## config.mk

```make
export PLATFORM = sky130hd
export DESIGN_NAME = sha_ctrl
export DESIGN_NICKNAME = d
export VERILOG_FILES = /design/src/design/sha_pkg.sv /design/src/design/sha_ctrl.sv
export SDC_FILE = /design/constraint.sdc
export NUM_CORES = 1
export LEC_CHECK = 0
export ABC_CLOCK_PERIOD_IN_PS = 2850
export CAP_MARGIN = 5
export CORE_MARGIN = 2
export CORE_UTILIZATION = 30
export DETAILED_ROUTE_END_ITERATION = 8
export DONT_BUFFER_PORTS = 1
export PLACE_DENSITY_LB_ADDON = 0.15
export RECOVER_POWER = 100
export REMOVE_ABC_BUFFERS = 1
export SLEW_MARGIN = 30
export SYNTH_ARGS = -nofsm -noshare
export SYNTH_HDL_FRONTEND = slang
export SYNTH_SLANG_ARGS = --single-unit
```

## constraint.sdc

```tcl
create_clock -name clk -period 2.85 [get_ports clk]
set_input_delay 0.285 -clock clk [delete_from_list [all_inputs] [get_ports clk]]
set_output_delay 0.285 -clock clk [all_outputs]
set_load 0.005 [all_outputs]
```

## src/design/sha_pkg.sv

```systemverilog
// shared constants, types and functions of the sha-256 stream hasher
package sha_pkg;

	localparam logic [31:0] ROUND_K [64] = '{
		32'h428a2f98, 32'h71374491, 32'hb5c0fbcf, 32'he9b5dba5,
		32'h3956c25b, 32'h59f111f1, 32'h923f82a4, 32'hab1c5ed5,
		32'hd807aa98, 32'h12835b01, 32'h243185be, 32'h550c7dc3,
		32'h72be5d74, 32'h80deb1fe, 32'h9bdc06a7, 32'hc19bf174,
		32'he49b69c1, 32'hefbe4786, 32'h0fc19dc6, 32'h240ca1cc,
		32'h2de92c6f, 32'h4a7484aa, 32'h5cb0a9dc, 32'h76f988da,
		32'h983e5152, 32'ha831c66d, 32'hb00327c8, 32'hbf597fc7,
		32'hc6e00bf3, 32'hd5a79147, 32'h06ca6351, 32'h14292967,
		32'h27b70a85, 32'h2e1b2138, 32'h4d2c6dfc, 32'h53380d13,
		32'h650a7354, 32'h766a0abb, 32'h81c2c92e, 32'h92722c85,
		32'ha2bfe8a1, 32'ha81a664b, 32'hc24b8b70, 32'hc76c51a3,
		32'hd192e819, 32'hd6990624, 32'hf40e3585, 32'h106aa070,
		32'h19a4c116, 32'h1e376c08, 32'h2748774c, 32'h34b0bcb5,
		32'h391c0cb3, 32'h4ed8aa4a, 32'h5b9cca4f, 32'h682e6ff3,
		32'h748f82ee, 32'h78a5636f, 32'h84c87814, 32'h8cc70208,
		32'h90befffa, 32'ha4506ceb, 32'hbef9a3f7, 32'hc67178f2
	};

	localparam logic [31:0] START_H [8] = '{
		32'h6a09e667, 32'hbb67ae85, 32'h3c6ef372, 32'ha54ff53a,
		32'h510e527f, 32'h9b05688c, 32'h1f83d9ab, 32'h5be0cd19
	};

	localparam logic [7:0] PAD_BYTE = 8'h80;
	localparam logic [5:0] LEN_POS = 6'd56;

	// byte source selected for a buffer write
	localparam logic [1:0] WSEL_DATA = 2'd0;
	localparam logic [1:0] WSEL_PAD = 2'd1;
	localparam logic [1:0] WSEL_ZERO = 2'd2;
	localparam logic [1:0] WSEL_LEN = 2'd3;

	typedef struct packed {
		logic       buf_wr;     // write one byte to the block buffer
		logic [1:0] wsel;       // byte source
		logic       add_len;    // count the data byte into the length
		logic       comp_start; // start a block compression
		logic       restart;    // back to initial hash, length and fill
		logic       out_load;   // load digest word into the output register
		logic [2:0] out_idx;    // digest word to load
	} sha_cmd_t;

	typedef struct packed {
		logic [5:0] fill;      // bytes in the current block
		logic       comp_busy; // compression under way
	} sha_sts_t;

	function automatic logic [31:0] ror32(input logic [31:0] v, input int n);
		ror32 = (v >> n) | (v << (32 - n));
	endfunction

endpackage

```

## src/design/sha_ctrl.sv

```systemverilog
// controller: input acceptance, padding sequence and digest output
module sha_ctrl (
	input  logic              clk,
	input  logic              arst_n,
	input  logic              in_valid,
	output logic              in_ready,
	input  logic              has_byte,
	input  logic              end_of_message,
	output logic              out_valid,
	input  logic              out_ready,
	output logic [2:0]        word_number,
	output logic              last_word,
	output logic              out_load,
	output sha_pkg::sha_cmd_t cmd,
	input  sha_pkg::sha_sts_t sts
);
	import sha_pkg::*;

	localparam logic [2:0] ST_IDLE = 3'd0;
	localparam logic [2:0] ST_PAD = 3'd1; // write 0x80
	localparam logic [2:0] ST_ZERO = 3'd2; // zero fill
	localparam logic [2:0] ST_LEN = 3'd3; // length bytes
	localparam logic [2:0] ST_WAIT = 3'd4; // final compression
	localparam logic [2:0] ST_OUT = 3'd5; // digest words

	logic [2:0] state_q, state_d;
	logic       eom_q, eom_d;  // end mark pending behind a compression
	logic       ovalid_q;
	logic [2:0] widx_q, widx_d;
	logic       acc, busy;

	assign busy = sts.comp_busy;
	assign in_ready = (state_q == ST_IDLE) && !busy && !eom_q;
	assign acc = in_valid && in_ready;
	assign out_valid = ovalid_q;
	assign last_word = (word_number == 3'd7);
	assign out_load = cmd.out_load;

	always_comb begin
		cmd = '0;
		state_d = state_q;
		eom_d = eom_q;
		widx_d = widx_q;
		case (state_q)
			ST_IDLE: begin
				if (eom_q && !busy) begin
					eom_d = 1'b0;
					state_d = ST_PAD;
				end else if (acc) begin
					if (has_byte) begin
						cmd.buf_wr = 1'b1;
						cmd.wsel = WSEL_DATA;
						cmd.add_len = 1'b1;
						if (sts.fill == 6'd63)
							cmd.comp_start = 1'b1;
					end
					if (end_of_message) begin
						if (has_byte && sts.fill == 6'd63)
							eom_d = 1'b1;
						else
							state_d = ST_PAD;
					end
				end
			end
			ST_PAD: begin
				cmd.buf_wr = 1'b1;
				cmd.wsel = WSEL_PAD;
				if (sts.fill == 6'd63) begin
					cmd.comp_start = 1'b1;
					state_d = ST_ZERO;
				end else if (sts.fill == LEN_POS - 6'd1)
					state_d = ST_LEN;
				else
					state_d = ST_ZERO;
			end
			ST_ZERO: begin
				if (!busy) begin
					cmd.buf_wr = 1'b1;
					cmd.wsel = WSEL_ZERO;
					if (sts.fill == 6'd63)
						cmd.comp_start = 1'b1;
					else if (sts.fill == LEN_POS - 6'd1)
						state_d = ST_LEN;
				end
			end
			ST_LEN: begin
				cmd.buf_wr = 1'b1;
				cmd.wsel = WSEL_LEN;
				if (sts.fill == 6'd63) begin
					cmd.comp_start = 1'b1;
					state_d = ST_WAIT;
				end
			end
			ST_WAIT: begin
				if (!busy) begin
					cmd.out_load = 1'b1;
					cmd.out_idx = 3'd0;
					widx_d = 3'd1;
					state_d = ST_OUT;
				end
			end
			ST_OUT: begin
				if (!ovalid_q || out_ready) begin
					cmd.out_idx = widx_q;
					if (widx_q == 3'd0 && ovalid_q) begin
						cmd.restart = 1'b1;
						state_d = ST_IDLE;
					end else if (widx_q != 3'd0) begin
						cmd.out_load = 1'b1;
						widx_d = widx_q + 3'd1;
					end
				end
			end
			default: state_d = ST_IDLE;
		endcase
	end

	always_ff @(posedge clk or negedge arst_n) begin
		if (!arst_n) begin
			state_q <= ST_IDLE;
			eom_q <= 1'b0;
			widx_q <= '0;
			ovalid_q <= 1'b0;
			word_number <= '0;
		end else begin
			state_q <= state_d;
			eom_q <= eom_d;
			widx_q <= widx_d;
			if (cmd.out_load) begin
				ovalid_q <= 1'b1;
				word_number <= cmd.out_idx;
			end else if (out_ready)
				ovalid_q <= 1'b0;
		end
	end
endmodule
```

---- Word-level counts from Yosys, hierarchy flattened ----
Index checks and enable logic that the tools add are counted.
storage, ports and cells
  latch bits .............................. 0
  output and inout port bits .............. 17
  logic and storage cells ................. 89
  memories kept ........................... 0
  bits of input ports ..................... 13
  memory bits (read-only) ................. 0
  memory bits (writable) .................. 0
  flip-flop bits (word level) ............. 11
cells by class
  eq/ne operators ......................... 20
  add/subtract/negate cells ............... 1
  order comparisons ....................... 0
  shifts and indexed selects .............. 0
  divide/modulo/power cells ............... 0
  reductions and logical operators ........ 22
  $mul .................................... 0
  bitwise operators ....................... 0
  muxes and demuxes ....................... 41
operators with widths
  kind                 count
  $mux 3               17
  $mux 5               4
  $ne 2x2->1 const B   9
  $pmux 3 s6           1
  $mux 1               14
  $eq 6x6->1 const B   2
  $pmux 3 s4           1
  $reduce_and 10->1    1
  $reduce_bool 2->1    5
  $eq 3x3->1 const B   3
  $pmux 4 s2           1
  $eq 3x2->1 const B   2
  $logic_and 1x1->1    6
  $logic_not 3->1      2
  $ne 3x2->1 const B   2
  $pmux 3 s2           1
  $reduce_and 5->1     1
  $mux 4               1
  $reduce_and 4->1     1
  $add 3x1->3 const B  1
  $eq 3x1->1 const B   1
  $logic_not 1->1      3
  $ne 3x3->1 const B   1
  $pmux 1 s3           1
  other kinds (3)      3

---- Logic depth before layout (Yosys ltp) ----
  depth in word-level cells ............... 7
  depth in mapped cells ................... 8
  mapped depth without buffers ............ 8

---- Least setup slack after synthesis ----
No wires, ideal clock.
  kind .................................... reg2out
  from .................................... register state_q[2]
  to ...................................... output cmd[5] in the netlist's numbering
  cell stages (with the launch flop) ...... 7
  path buffers ............................ 1
  data required time ...................... 2.565 ns
  slack ................................... 0.962 ns
  data arrival time ....................... 1.603 ns
  cell sequence ........................... dfrtp_1 buf_6 or4_4 nor2_2 and3_2 o21bai_2 and2_1
RTL lines
  what                      line             text
  start: declaration        sha_ctrl.sv:26   logic [2:0] state_q, state_d;
  start signal: assignment  sha_ctrl.sv:126  state_q <= state_d;
  end: declaration          sha_ctrl.sv:14   output sha_pkg::sha_cmd_t cmd,

==> impl_metrics.ini <==
[timing]
fin_crit_sh_pct = 82.4
rsz0062_at_grt = no
worst_clock_skew_ps = 12.3
worst_pin_slew_ps = 904
timing.final.ws_setup_ps = 502
hold_violations = 0
relSlewSlack_pct = 39.6
finalSetupViolCount = 0
slew_viol_final = 0
period_needed_ps = 2350
fmax_ghz = 0.426
setup_tns_ps = 0

[finish]
final_cells = 120
drive_above_1_share_pct = 12.2
utilization_pct = 32.0
syn_to_final_growth_pct = -0.463
n_antenna_cell = 0
final_nets = 106

[global_route]
antenna_found_initial = 0
grt_pass1_vias = 644
grt_max_degree = 19
grt_usage_pct = 12.8
grt_overflow_total = 0
grt_pass1_wl_mm = 3.13

[logic_synthesis]
synth_edf_count = 0
ys_seq_area_share_pct = 34.0
syn_area_um2 = 811
synth_most_common_cell = dfrtp_1
netlist.area_leader.share_pct = 34.0
synth_ff_type = dfrtp_1
postSynth.asyncResetShare_pct = 100
synth_common_cells = dfrtp_1, nand2_1, inv_1, a21oi_1
synth_seq_cells = 11
postSynthCellCount = 90
synth.largest_area_cell = dfrtp_1
yosysWarnings = 0
postSynthAreaPerCell_um2 = 9.01
synth_area_leaders = dfrtp_1, nand2_1, a2111oi_4
synth.distinct_cells = 37

[worst_setup_path]
required_ps = 2570
slowest_stage = or4_1
endpoint_kind = output pin
r2r-end = state_q[0]
r2r_cells = 5
reg2reg_from = state_q[0]
slowest_delay_ps = 570
reg2reg_slack_ps = 570
criticalPathCategory = flop to output pin
path_max_fanout = 10
crit_chain = or4_1, nor2_1, and3_2, o21bai_1, and2_0
arrival_ps = 2060
critPathLaunchType = flop

[die]
dieArea_um2 = 3130
start_util_pct = 32.1
pin_count = 30
core_um2 = 2520
row_count = 18
die_h_um = 56.0
die_x_um = 56.0

[power_and_ir_drop]
peakVddDrop_mv = 0.252
total_power_uw = 416
powerDensity_nw_per_um2 = 515
leakagePower_uw = 0.000355

[job]
cap_violations = 0

[run_status]
outcome = finished clean

[place]
pre_cts_slack_ps = 866
port_buffers = 0
gp_congestion = 0.758
placedCellCount = 115
hpwl_mm = 1.42

[clock_network]
postCtsResizedCells = 0
cts_max_level = 1
path_clk_slew_ps = 80
cts_num_sinks = 11
cts_buffers = 3
clock_latency_ps = 270
root_buffer = clkbuf_4
clockBufferDepth = 2
cts_tree = yes

[drt]
ant_nets = 0
routedWlPerCell_um = 15.1
drc_errors = 0
first_pass_iters = 4
vias_per_cell = 5.40
routed_wirelength_mm = 1.81
vias = 648
drtIter0Drc = 9

[min_path]
hold_depth = 1
min_path_type = input pin to flop
holdCritStartpoint = end_of_message
hold_path_end = eom_q
-- repair_timing --
action	CTS	global route
buffers inserted	0	0
hold buffers	1	0
endpoints found under the hold margin	11	0
-- sequential cells by signal, indices dropped and copies added (netlist names) --
signal,count
word_number,3
state_q,3
widx_q,3
out_valid,1
eom_q,1
-- area by class of cell --
type | instances | area (um^2)
inverter | 6 | 22.5
clock buffer | 4 | 26.3
multi-input combinational | 68 | 435
sequential | 11 | 275
tap | 30 | 37.5
timing repair buffer | 1 | 10.0
fill | 290 | 1720
-- how the worst max path moves through the flow --
| stage | from | endpoint | slack [ps] |
|---|---|---|---|
| floorplan | state_q[2] | cmd[5] | 980 |
| global placement | state_q[2] | cmd[5] | 900 |
| detailed placement | state_q[2] | cmd[5] | 870 |
| CTS | state_q[2] | cmd[5] | 560 |
| global route | state_q[0] | state_q[0] | 260 |
| finish | state_q[2] | cmd[5] | 500 |
-- worst max-delay path, delay by kind of cell (launching register included) --
family,cells,cell delay (ps)
flip-flops,1,480
AO/OA/AOI/OAI,1,150
AND/OR/NAND/NOR,4,1160
-- power by group --
group / internal, uW / switching (uW)
sequential: 170 / 37.2
combinational: 48.4 / 52.3
clock: 54.2 / 53.2
-- cell usage in the layout (no fill, tap or decap), types with 2 or more instances in the layout --
| cell type | synthesis | layout |
|---|---|---|
| a21oi_1 | 5 | 5 |
| a31oi_1 | 2 | 2 |
| and2_0 | 0 | 4 |
| clkbuf_4 | 0 | 3 |
| dfrtp_1 | 11 | 11 |
| ha_1 | 2 | 2 |
| inv_1 | 6 | 6 |
| nand2_1 | 9 | 9 |
| nand2b_1 | 3 | 3 |
| nand3_1 | 2 | 2 |
| nand3b_1 | 2 | 2 |
| nor2_1 | 4 | 5 |
| nor2b_1 | 4 | 4 |
| o21ai_0 | 4 | 5 |
| o21ai_1 | 3 | 2 |
| o2bb2ai_1 | 2 | 2 |
| or2b_2 | 2 | 2 |
-- per-layer routing --
metal | vias to the layer above | global-route usage, % | wire (um)
met2 | 21 | 19.2 | 819
met5 | - | 0 | 0
li1 | 319 | - | -
met4 | 0 | 5.10 | 24
met1 | 304 | 17.1 | 842
met3 | 4 | 4.19 | 122
-- metrics by stage --
stage | cell area (um^2) | hold slack (ps)
after global placement | 803 | -10.4
final | 807 | 214
after detailed placement | 803 | -10.3
after CTS | 840 | 210
after global routing | 807 | 218
after floorplan | 766 | -10.6
-- logic make-up (layout without fill, tap and decap cells) --
| logic type | after synthesis | count (layout) | synth area share (%) |
|---|---|---|---|
| adder cells (fa/ha/maj) | 2 | 2 | 3.09 |
| flip-flops | 11 | 11 | 34.0 |
| buffers and inverters | 11 | 11 | 8.33 |
| AO/OA/AOI/OAI | 24 | 24 | 22.7 |
| AND/OR/NAND/NOR | 40 | 40 | 29.3 |
| multiplexers | 2 | 2 | 2.62 |
No activity file was read; power rests on OpenSTA's default activity.
