==> src/design/sha_pkg.sv <==
// shared constants, types and functions of the sha-256 stream hasher
package sha_pkg;

	localparam logic [31:0] ROUND_K [64] = '{
		32'h428a2f98, 32'h71374491, 32'hb5c0fbcf, 32'he9b5dba5,
		32'h3956c25b, 32'h59f111f1, 32'h923f82a4, 32'hab1c5ed5,
		32'hd807aa98, 32'h12835b01, 32'h243185be, 32'h550c7dc3,
		32'h72be5d74, 32'h80deb1fe, 32'h9bdc06a7, 32'hc19bf174,
		32'he49b69c1, 32'hefbe4786, 32'h0fc19dc6, 32'h240ca1cc,
		32'h2de92c6f, 32'h4a7484aa, 32'h5cb0a9dc, 32'h76f988da,
		32'h983e5152, 32'ha831c66d, 32'hb00327c8, 32'hbf597fc7,
		32'hc6e00bf3, 32'hd5a79147, 32'h06ca6351, 32'h14292967,
		32'h27b70a85, 32'h2e1b2138, 32'h4d2c6dfc, 32'h53380d13,
		32'h650a7354, 32'h766a0abb, 32'h81c2c92e, 32'h92722c85,
		32'ha2bfe8a1, 32'ha81a664b, 32'hc24b8b70, 32'hc76c51a3,
		32'hd192e819, 32'hd6990624, 32'hf40e3585, 32'h106aa070,
		32'h19a4c116, 32'h1e376c08, 32'h2748774c, 32'h34b0bcb5,
		32'h391c0cb3, 32'h4ed8aa4a, 32'h5b9cca4f, 32'h682e6ff3,
		32'h748f82ee, 32'h78a5636f, 32'h84c87814, 32'h8cc70208,
		32'h90befffa, 32'ha4506ceb, 32'hbef9a3f7, 32'hc67178f2
	};

	localparam logic [31:0] START_H [8] = '{
		32'h6a09e667, 32'hbb67ae85, 32'h3c6ef372, 32'ha54ff53a,
		32'h510e527f, 32'h9b05688c, 32'h1f83d9ab, 32'h5be0cd19
	};

	localparam logic [7:0] PAD_BYTE = 8'h80;
	localparam logic [5:0] LEN_POS = 6'd56;

	// byte source selected for a buffer write
	localparam logic [1:0] WSEL_DATA = 2'd0;
	localparam logic [1:0] WSEL_PAD = 2'd1;
	localparam logic [1:0] WSEL_ZERO = 2'd2;
	localparam logic [1:0] WSEL_LEN = 2'd3;

	typedef struct packed {
		logic       buf_wr;     // write one byte to the block buffer
		logic [1:0] wsel;       // byte source
		logic       add_len;    // count the data byte into the length
		logic       comp_start; // start a block compression
		logic       restart;    // back to initial hash, length and fill
		logic       out_load;   // load digest word into the output register
		logic [2:0] out_idx;    // digest word to load
	} sha_cmd_t;

	typedef struct packed {
		logic [5:0] fill;      // bytes in the current block
		logic       comp_busy; // compression under way
	} sha_sts_t;

	function automatic logic [31:0] ror32(input logic [31:0] v, input int n);
		ror32 = (v >> n) | (v << (32 - n));
	endfunction

endpackage

==> src/design/sha_dp.sv <==
// datapath: block buffer, message schedule, round unit, hash state and length
module sha_dp (
	input  logic                clk,
	input  logic                arst_n,
	input  sha_pkg::sha_cmd_t   cmd,
	input  logic [7:0]          data_byte,
	output sha_pkg::sha_sts_t   sts,
	output logic [31:0]         digest_word
);
	import sha_pkg::*;

	logic [31:0] blk_q [16];
	logic [5:0]  fill_q;
	logic [63:0] len_q;
	logic [31:0] h_q [8];
	logic [31:0] v_q [8];
	logic [31:0] w_q [16];
	logic [5:0]  rnd_q;
	logic        busy_q;
	logic        load_q;
	logic [7:0]  wbyte;
	logic [31:0] wt, t1, t2, s0, s1, wnew, pe, pa;

	assign sts.fill = fill_q;
	assign sts.comp_busy = busy_q | load_q;
	assign digest_word = h_q[cmd.out_idx];

	// byte to write into the buffer
	always_comb begin
		case (cmd.wsel)
			WSEL_DATA: wbyte = data_byte;
			WSEL_PAD:  wbyte = PAD_BYTE;
			WSEL_ZERO: wbyte = 8'h00;
			WSEL_LEN:  wbyte = len_q[8 * (7 - fill_q[2:0]) +: 8];
			default:   wbyte = 8'h00;
		endcase
	end

	// block buffer, sixteen big-endian words, first byte in the top lane
	always_ff @(posedge clk) begin
		if (cmd.buf_wr)
			blk_q[fill_q[5:2]][{~fill_q[1:0], 3'b000} +: 8] <= wbyte;
	end

	// fill count and bit length
	always_ff @(posedge clk or negedge arst_n) begin
		if (!arst_n) begin
			fill_q <= '0;
			len_q <= '0;
		end else if (cmd.restart) begin
			fill_q <= '0;
			len_q <= '0;
		end else begin
			if (cmd.buf_wr)
				fill_q <= fill_q + 6'd1;
			if (cmd.add_len)
				len_q <= len_q + 64'd8;
		end
	end

	// round logic
	always_comb begin
		wt = w_q[0];
		pe = v_q[4];
		pa = v_q[0];
		t1 = v_q[7] + (ror32(pe, 6) ^ ror32(pe, 11) ^ ror32(pe, 25)) +
			((pe & v_q[5]) ^ (~pe & v_q[6])) + ROUND_K[rnd_q] + wt;
		t2 = (ror32(pa, 2) ^ ror32(pa, 13) ^ ror32(pa, 22)) +
			((pa & v_q[1]) ^ (pa & v_q[2]) ^ (v_q[1] & v_q[2]));
		s0 = ror32(w_q[1], 7) ^ ror32(w_q[1], 18) ^ (w_q[1] >> 3);
		s1 = ror32(w_q[14], 17) ^ ror32(w_q[14], 19) ^ (w_q[14] >> 10);
		wnew = w_q[0] + s0 + w_q[9] + s1;
	end

	// compression control
	always_ff @(posedge clk or negedge arst_n) begin
		if (!arst_n) begin
			busy_q <= 1'b0;
			load_q <= 1'b0;
			rnd_q <= '0;
		end else begin
			load_q <= cmd.comp_start;
			if (load_q) begin
				busy_q <= 1'b1;
				rnd_q <= '0;
			end else if (busy_q) begin
				rnd_q <= rnd_q + 6'd1;
				if (rnd_q == 6'd63)
					busy_q <= 1'b0;
			end
		end
	end

	// working variables and schedule window
	always_ff @(posedge clk) begin
		if (load_q) begin
			for (int i = 0; i < 8; i++)
				v_q[i] <= h_q[i];
			for (int i = 0; i < 16; i++)
				w_q[i] <= blk_q[i];
		end else if (busy_q) begin
			v_q[7] <= v_q[6];
			v_q[6] <= v_q[5];
			v_q[5] <= v_q[4];
			v_q[4] <= v_q[3] + t1;
			v_q[3] <= v_q[2];
			v_q[2] <= v_q[1];
			v_q[1] <= v_q[0];
			v_q[0] <= t1 + t2;
			for (int i = 0; i < 15; i++)
				w_q[i] <= w_q[i + 1];
			w_q[15] <= wnew;
		end
	end

	// hash state: initial value on reset or restart, updated at round 63
	always_ff @(posedge clk or negedge arst_n) begin
		if (!arst_n) begin
			for (int i = 0; i < 8; i++)
				h_q[i] <= START_H[i];
		end else if (cmd.restart) begin
			for (int i = 0; i < 8; i++)
				h_q[i] <= START_H[i];
		end else if (busy_q && rnd_q == 6'd63) begin
			h_q[0] <= h_q[0] + t1 + t2;
			h_q[1] <= h_q[1] + v_q[0];
			h_q[2] <= h_q[2] + v_q[1];
			h_q[3] <= h_q[3] + v_q[2];
			h_q[4] <= h_q[4] + v_q[3] + t1;
			h_q[5] <= h_q[5] + v_q[4];
			h_q[6] <= h_q[6] + v_q[5];
			h_q[7] <= h_q[7] + v_q[6];
		end
	end
endmodule

==> config.mk <==
export PLATFORM = sky130hd
export DESIGN_NAME = sha_dp
export DESIGN_NICKNAME = d
export VERILOG_FILES = /design/src/design/sha_pkg.sv /design/src/design/sha_dp.sv
export SDC_FILE = /design/constraint.sdc
export NUM_CORES = 2
export LEC_CHECK = 0
export BUFFER_PORTS_ARGS = -buffer_cell sky130_fd_sc_hd__buf_2
export CORE_AREA = 2 2 405 407
export CTS_CLUSTER_DIAMETER = 80
export DETAILED_ROUTE_END_ITERATION = 16
export DIE_AREA = 0 0 407 409
export GPL_TIMING_DRIVEN = 0
export PLACE_DENSITY_LB_ADDON = 0.1
export SYNTH_ARGS = -nofsm -noshare
export SYNTH_HDL_FRONTEND = slang
export SYNTH_SLANG_ARGS = --single-unit
==> constraint.sdc <==
create_clock -name clk -period 10.5 [get_ports clk]
set_clock_uncertainty 0.2 [all_clocks]
set_input_delay 0.525 -clock clk [delete_from_list [all_inputs] [get_ports clk]]
set_output_delay 0.525 -clock clk [all_outputs]
set_load 0.005 [all_outputs]
== Word level (Yosys, flattened, before mapping) ==
Memories as Yosys holds them, arrays and structs flattened.
Cells that the tools add are included.
Cells by class
  $lt $le $gt $ge: 2
  bitwise logic cells: 55
  muxes and demuxes: 48
  $add $sub $neg: 25
  equal/unequal tests: 4
  reduce and logical (&&, ||, !) cells: 6
  shifts and indexed selects: 3
Operators by type and width (count)
  $mux 32: 29
  $add 32x32->32: 20
  $mux 256: 2
  $xor 32x32->32: 9
  $and 32x32->32: 5
  $mux 64: 2
  $bmux 32 s3: 1
  $add 64x4->64 const B: 1
  $shiftx 64x33->8: 1
  $not 32->32: 1
  $or 10x32->32: 1
  $or 13x32->32: 1
  $or 14x32->32: 1
  $or 15x32->32: 1
  $or 19x32->32: 1
  $or 21x32->32: 1
  $or 25x32->32: 1
  $or 26x32->32: 1
  $or 30x32->32: 1
  $or 7x32->32: 1
  $pmux 8 s4: 1
  $shift 8x7->32 const A: 1
  $shiftx 8x7->32: 1
  $xor 32x22->32: 1
  other kinds (18): 58
Storage, ports and cells
  memories kept: 4
  bits in writable memories: 1280
  input bits: 20
  register bits after elaboration: 334
  output and inout bits: 39
  memory bits (read-only): 2048
  word-level logic and storage cells: 160
Memory list
  (name not given): words 64, width 32, read ports 1, clocked after Yosys merged registers in 0, write ports 0, line sha_dp.sv:67  | ((pe & v_q[5]) ^ (~pe & v_q[6])) + ROUND_K[rnd_q] + wt;
  blk_q: words 16, width 32, read ports 16, clocked after Yosys merged registers in 0, write ports 1, line sha_dp.sv:12  | logic [31:0] blk_q [16];
  w_q: words 16, width 32, read ports 16, clocked after Yosys merged registers in 0, write ports 16, line sha_dp.sv:17  | logic [31:0] w_q [16];
  v_q: words 8, width 32, read ports 8, clocked after Yosys merged registers in 0, write ports 8, line sha_dp.sv:16  | logic [31:0] v_q [8];

== Depth between registers and ports, before layout ==
  depth after elaboration: 11
  mapped depth: 41
  mapped depth without buffers: 40

== Worst setup path after synthesis ==
No wires, ideal clock.
  path type: reg-to-reg
  start: register load_q
  end: memory v_q[0][0] (enable)
  stages on the path, launching flop included: 5
  data arrival time: 10410 ps
  period minus slack after synthesis: 11434 ps
  data required time: 9476 ps
  buffers on the path: 3
  path slack: -934 ps
  cell sequence: dfrtp_1 clkbuf_1 clkbuf_1 clkbuf_1 or2_2
RTL lines
  start, declared: line sha_dp.sv:20  | logic load_q;
  start signal, assigned: line sha_dp.sv:82  | load_q <= cmd.comp_start;
  end, declared: line sha_dp.sv:16

== Worst setup path in the final report ==
  start: register rnd_q[2]
  end: register h_q[252] (netlist name)
Between the ends
  longest elaborated chain between the ends: 10
  elaborated cells between the ends (all ways): 13
Ends and longest elaborated chain
  start, declared: line sha_dp.sv:18  | logic [5:0] rnd_q;
  start signal, assigned: line sha_dp.sv:87  | rnd_q <= rnd_q + 6'd1;
  $not 6->7 (implied by the code): line sha_dp.sv:67
  $mem_v2 64x32
  $mux 32 (implied by the code) (2 in a row): line sha_dp.sv:67
  $add 32x32->32 (2 in a row): line sha_dp.sv:67
  $add 32x32->32 (2 in a row): line sha_dp.sv:125  | h_q[0] <= h_q[0] + t1 + t2;
  $mux 256: line sha_dp.sv:124  | end else if (busy_q && rnd_q == 6'd63) begin
  $mux 256: line sha_dp.sv:121  | end else if (cmd.restart) begin
  end signal, assigned by index: line sha_dp.sv:120  | h_q[i] <= START_H[i];
  end signal, assigned by index: line sha_dp.sv:123  | h_q[i] <= START_H[i];
  end, declared: line sha_dp.sv:15  | logic [31:0] h_q [8];
Parallel ways exist; a longest one is shown, timed or not. The select of a mux whose other input is x is not followed.
A chain may end at the register's enable or synchronous reset.

==> summary.txt <==
Element type at the critical path end: flip-flop
Core ar.: 0.1620 mm²
Die Ht: 409 µm
Critical path's top delay family: compound AO/OA/AOI/OAI gates
Reg2reg start: rnd_q[2]$_DFFE_PN0P_
CTS H-tree lvls: 4
Worst Path Arrival: 10,780 ps
Post-DP HPWL: 259,000 µm
Seq/Total Area, Yosys: 0.5006
Yosys warns: 0
Hold path cells: 4
Final slew viol count: 106
Slowest-stage cell, CP: a211oi_1
Max incr delay on CP: 570 ps
Mapped Cells: 8,839
Row count: 148
Global-route wire length before repair: 488,300 µm
Syn avg cell area: 10.60 µm²
Status: finished, violations left
Max-slew headroom: -0.1083
Die area: 0.1665 mm²
Data required, critical path: 11,050 ps
WS Path Type: flip-flop to flip-flop
Met1 wire length: 132,700 µm
Max layer used: met5
Total Routing Usage GR: 0.4134
TritonRoute pass-1 iters: 8
Remaining Overflow, GRT: 0
Initial antenna violation count: 21
Clk Latency, worst-skew pair: 890 ps
Hold Path Class: input pin to flip-flop
Post-synth top area cell: edfxtp_1
R2r setup slk: 280 ps
Total clock sinks: 1,611
Worst Hold End: h_q[31]$_DFFE_PN0P_
Async S/R FF share, synth: 0.2055
Initial core utilization: 0.5780
Root Buffer: clkbuf_16
Largest net degree at the start of global routing: 107
DR iter-0 viols: 10,260
Layout fillers: 12,800
Drt total wl: 343,100 µm
DRC: 0
Antenna-violating nets left: 0
Met2 WL: 146,800 µm
Max Clk Rate: 0.09782 GHz
Final Hold Viols: 0
CTS Buf Count: 174
Slew @ Worst Pin: 1662 ps
Die X: 407 µm
Fin nets: 9,790
Yosys top cell area share: 0.4104
Setup TNS: 0 ps
CP max FO: 10
Final Cycle Share: 0.9736
Crit path top cell by count: fa_1
Failing checks: capacitance limit, slew limit
DR WL met3: 38,790 µm
Worst hold start: cmd[4]
Vias per inst: 6.377
GP Congestion: 1.030
Final setup fails: 0
FF-to-FF End: h_q[252]$_DFFE_PN0P_
Share of cells above drive strength 1: 0.1065
Worst reg-to-reg path cell count: 35
Buffers plus inverters on the worst setup path: 8
Yosys reg bits: 1,611
Max-cap check violation count: 12
Vias: 73,060
CTS Buffer Depth: 3
Count of cell types in the netlist: 91
Post-Syn Nets: 9,512
Largest cells by area after synthesis: edfxtp_1 41%, nand2_1 8.4%, ha_1 5.7%
IO Port Bufs: 52
Min Clock Period, post-route: 10,220 ps
Area growth, synth to finish: 11.13%
Ys flop type: edfxtp_1
Worst setup SP type: flip-flop
Mapped Area: 0.09366 mm²
CTS tree: yes
Drt wl/cell: 29.95 µm
Vias in the first global route: 68,920
# IOs: 59
EDFF count, synth: 1,280
Worst-path clk slew: 70 ps
final cells by class:
| cell class | instances | area (µm²) | area share |
|---|---|---|---|
| Tap cell | 2175 | 2721 | 0.02615 |
| Buffer | 407 | 1615 | 0.01552 |
| Clock inverter | 102 | 1245 | 0.01196 |
| Timing Repair Buffer | 108 | 1200 | 0.01153 |
| Multi-Input combinational cell | 6425 | 44210 | 0.4248 |
| Clock buffer | 226 | 4695 | 0.04510 |
| Sequential cell | 1611 | 46890 | 0.4505 |
| Inverter | 390 | 1471 | 0.01414 |
| Antenna cell | 12 | 30.03 | 0.0002885 |
sequential cells by signal, summed over array words and instances, names as in the netlist:
| register | cells |
|---|---|
| len_q | 61 |
| blk_q | 512 |
| rnd_q | 6 |
| v_q | 256 |
| h_q | 256 |
| busy_q | 1 |
| fill_q | 6 |
| load_q | 1 |
| w_q | 512 |
worst register-to-register path, delay by kind of cell, from the launching register on:
kind | cells | cell delay (ps)
AOI/OAI and AO/OA | 15 | 3280
xor gates and xnor gates | 1 | 390
buffers and inverters | 8 | 1820
and+or+nand+nor | 5 | 1130
DFF | 1 | 540
adders and majority gates | 6 | 2770
cells in the final DEF, fill, tap and decap left out, types with 66 or more instances in the layout:
| master | count |
|---|---|
| xor2_1 | 195 |
| o21ai_0 | 367 |
| xnor2_1 | 410 |
| nor2_1 | 421 |
| nor2b_1 | 70 |
| o21a_1 | 70 |
| a21oi_1 | 496 |
| mux4_2 | 77 |
| nand3_1 | 126 |
| ha_1 | 423 |
| inv_1 | 386 |
| edfxtp_1 | 1280 |
| dfstp_2 | 136 |
| nand2_1 | 2106 |
| dfrtp_1 | 193 |
| nor3_1 | 85 |
| clkbuf_1 | 374 |
| o211ai_1 | 91 |
| a21o_1 | 175 |
| clkbuf_16 | 178 |
| fa_1 | 227 |
| mux2_2 | 229 |
| nand2b_1 | 66 |
Yosys cell counts, types with 25 or more instances:
cell / n
fa_1: 227
edfxtp_1: 1280
a21oi_1: 504
ha_1: 426
nand3_1: 126
nand2b_1: 67
dfrtp_1: 195
nor3_1: 86
nand4_1: 48
o21ai_0: 376
maj3_1: 32
xor2_1: 203
o21a_1: 70
mux4_2: 77
nor2_1: 456
clkbuf_1: 376
and3_1: 41
o311ai_0: 25
mux2i_1: 31
o31ai_1: 32
or3_1: 49
nand2_1: 2108
a21o_1: 175
o21bai_1: 42
inv_1: 389
buf_1: 32
a31oi_1: 53
xnor2_1: 420
a211oi_1: 63
nor2b_1: 72
dfstp_2: 136
o211ai_1: 91
mux2_2: 229
what timing repair did:
| item | in CTS | in global routing |
|---|---|---|
| cloned | 0 | 0 |
| pin swaps | 3 | 9 |
| setup buffers | 4 | 10 |
| setup endpoints to repair | 69 | 42 |
| hold buffers | 5 | 0 |
| hold endpoints to repair | 178 | 0 |
| gates resized for setup | 52 | 77 |
routing by layer:
metal  track usage  vias to the layer above
met5             0                        -
met1        0.5637                    35900
li1              -                    31610
met4        0.2414                       12
met3        0.1004                      954
met2        0.6023                     4581
how the worst max path moves through the flow:
stage	from	cells past startpoint	to	slack, ps
5_1_grt	rnd_q[2]$_DFFE_PN0P_	35	h_q[252]$_DFFE_PN0P_	-30
2_1_floorplan	rnd_q[0]$_DFFE_PN0P_	38	h_q[127]$_DFFE_PN0P_	1810
4_1_cts	rnd_q[2]$_DFFE_PN0P_	34	h_q[252]$_DFFE_PN0P_	4
3_5_place_dp	rnd_q[0]$_DFFE_PN0P_	37	h_q[254]$_DFFE_PN1P_	-2000
3_3_place_gp	rnd_q[0]$_DFFE_PN0P_	37	h_q[254]$_DFFE_PN1P_	-2220
6_report	rnd_q[2]$_DFFE_PN0P_	35	h_q[252]$_DFFE_PN0P_	280
through the flow:
stage | std cells | setup WS, ps | area [µm²] | hold slack, ps | utilization
3_3_place_gp | 11070 | -2218 | 96650 | 288.0 | 0.5965
3_5_place_dp | 11100 | -2002 | 97500 | 274.5 | 0.6017
5_1_grt | 11440 | -29.50 | 104100 | 65.69 | 0.6422
2_1_floorplan | 8839 | 1809 | 93660 | 29.41 | -
6_report | 11460 | 277.1 | 104100 | 65.27 | 0.6424
4_1_cts | 11440 | 3.963 | 103700 | 15.56 | 0.6401
kinds of logic after synthesis:
| kind of cell | share of synthesized area |
|---|---|
| XOR/XNOR | 0.05898 |
| flip-flops | 0.5006 |
| AND/OR/NAND/NOR | 0.1423 |
| multiplexers | 0.04936 |
| buffers and inverters | 0.03231 |
| adder cells (fa/ha/maj) | 0.1088 |
| AO/OA/AOI/OAI | 0.1075 |
Power is left out: the tool's default activity adds up to more than one toggle a clock period on the data nets, which glitch-free logic cannot reach.
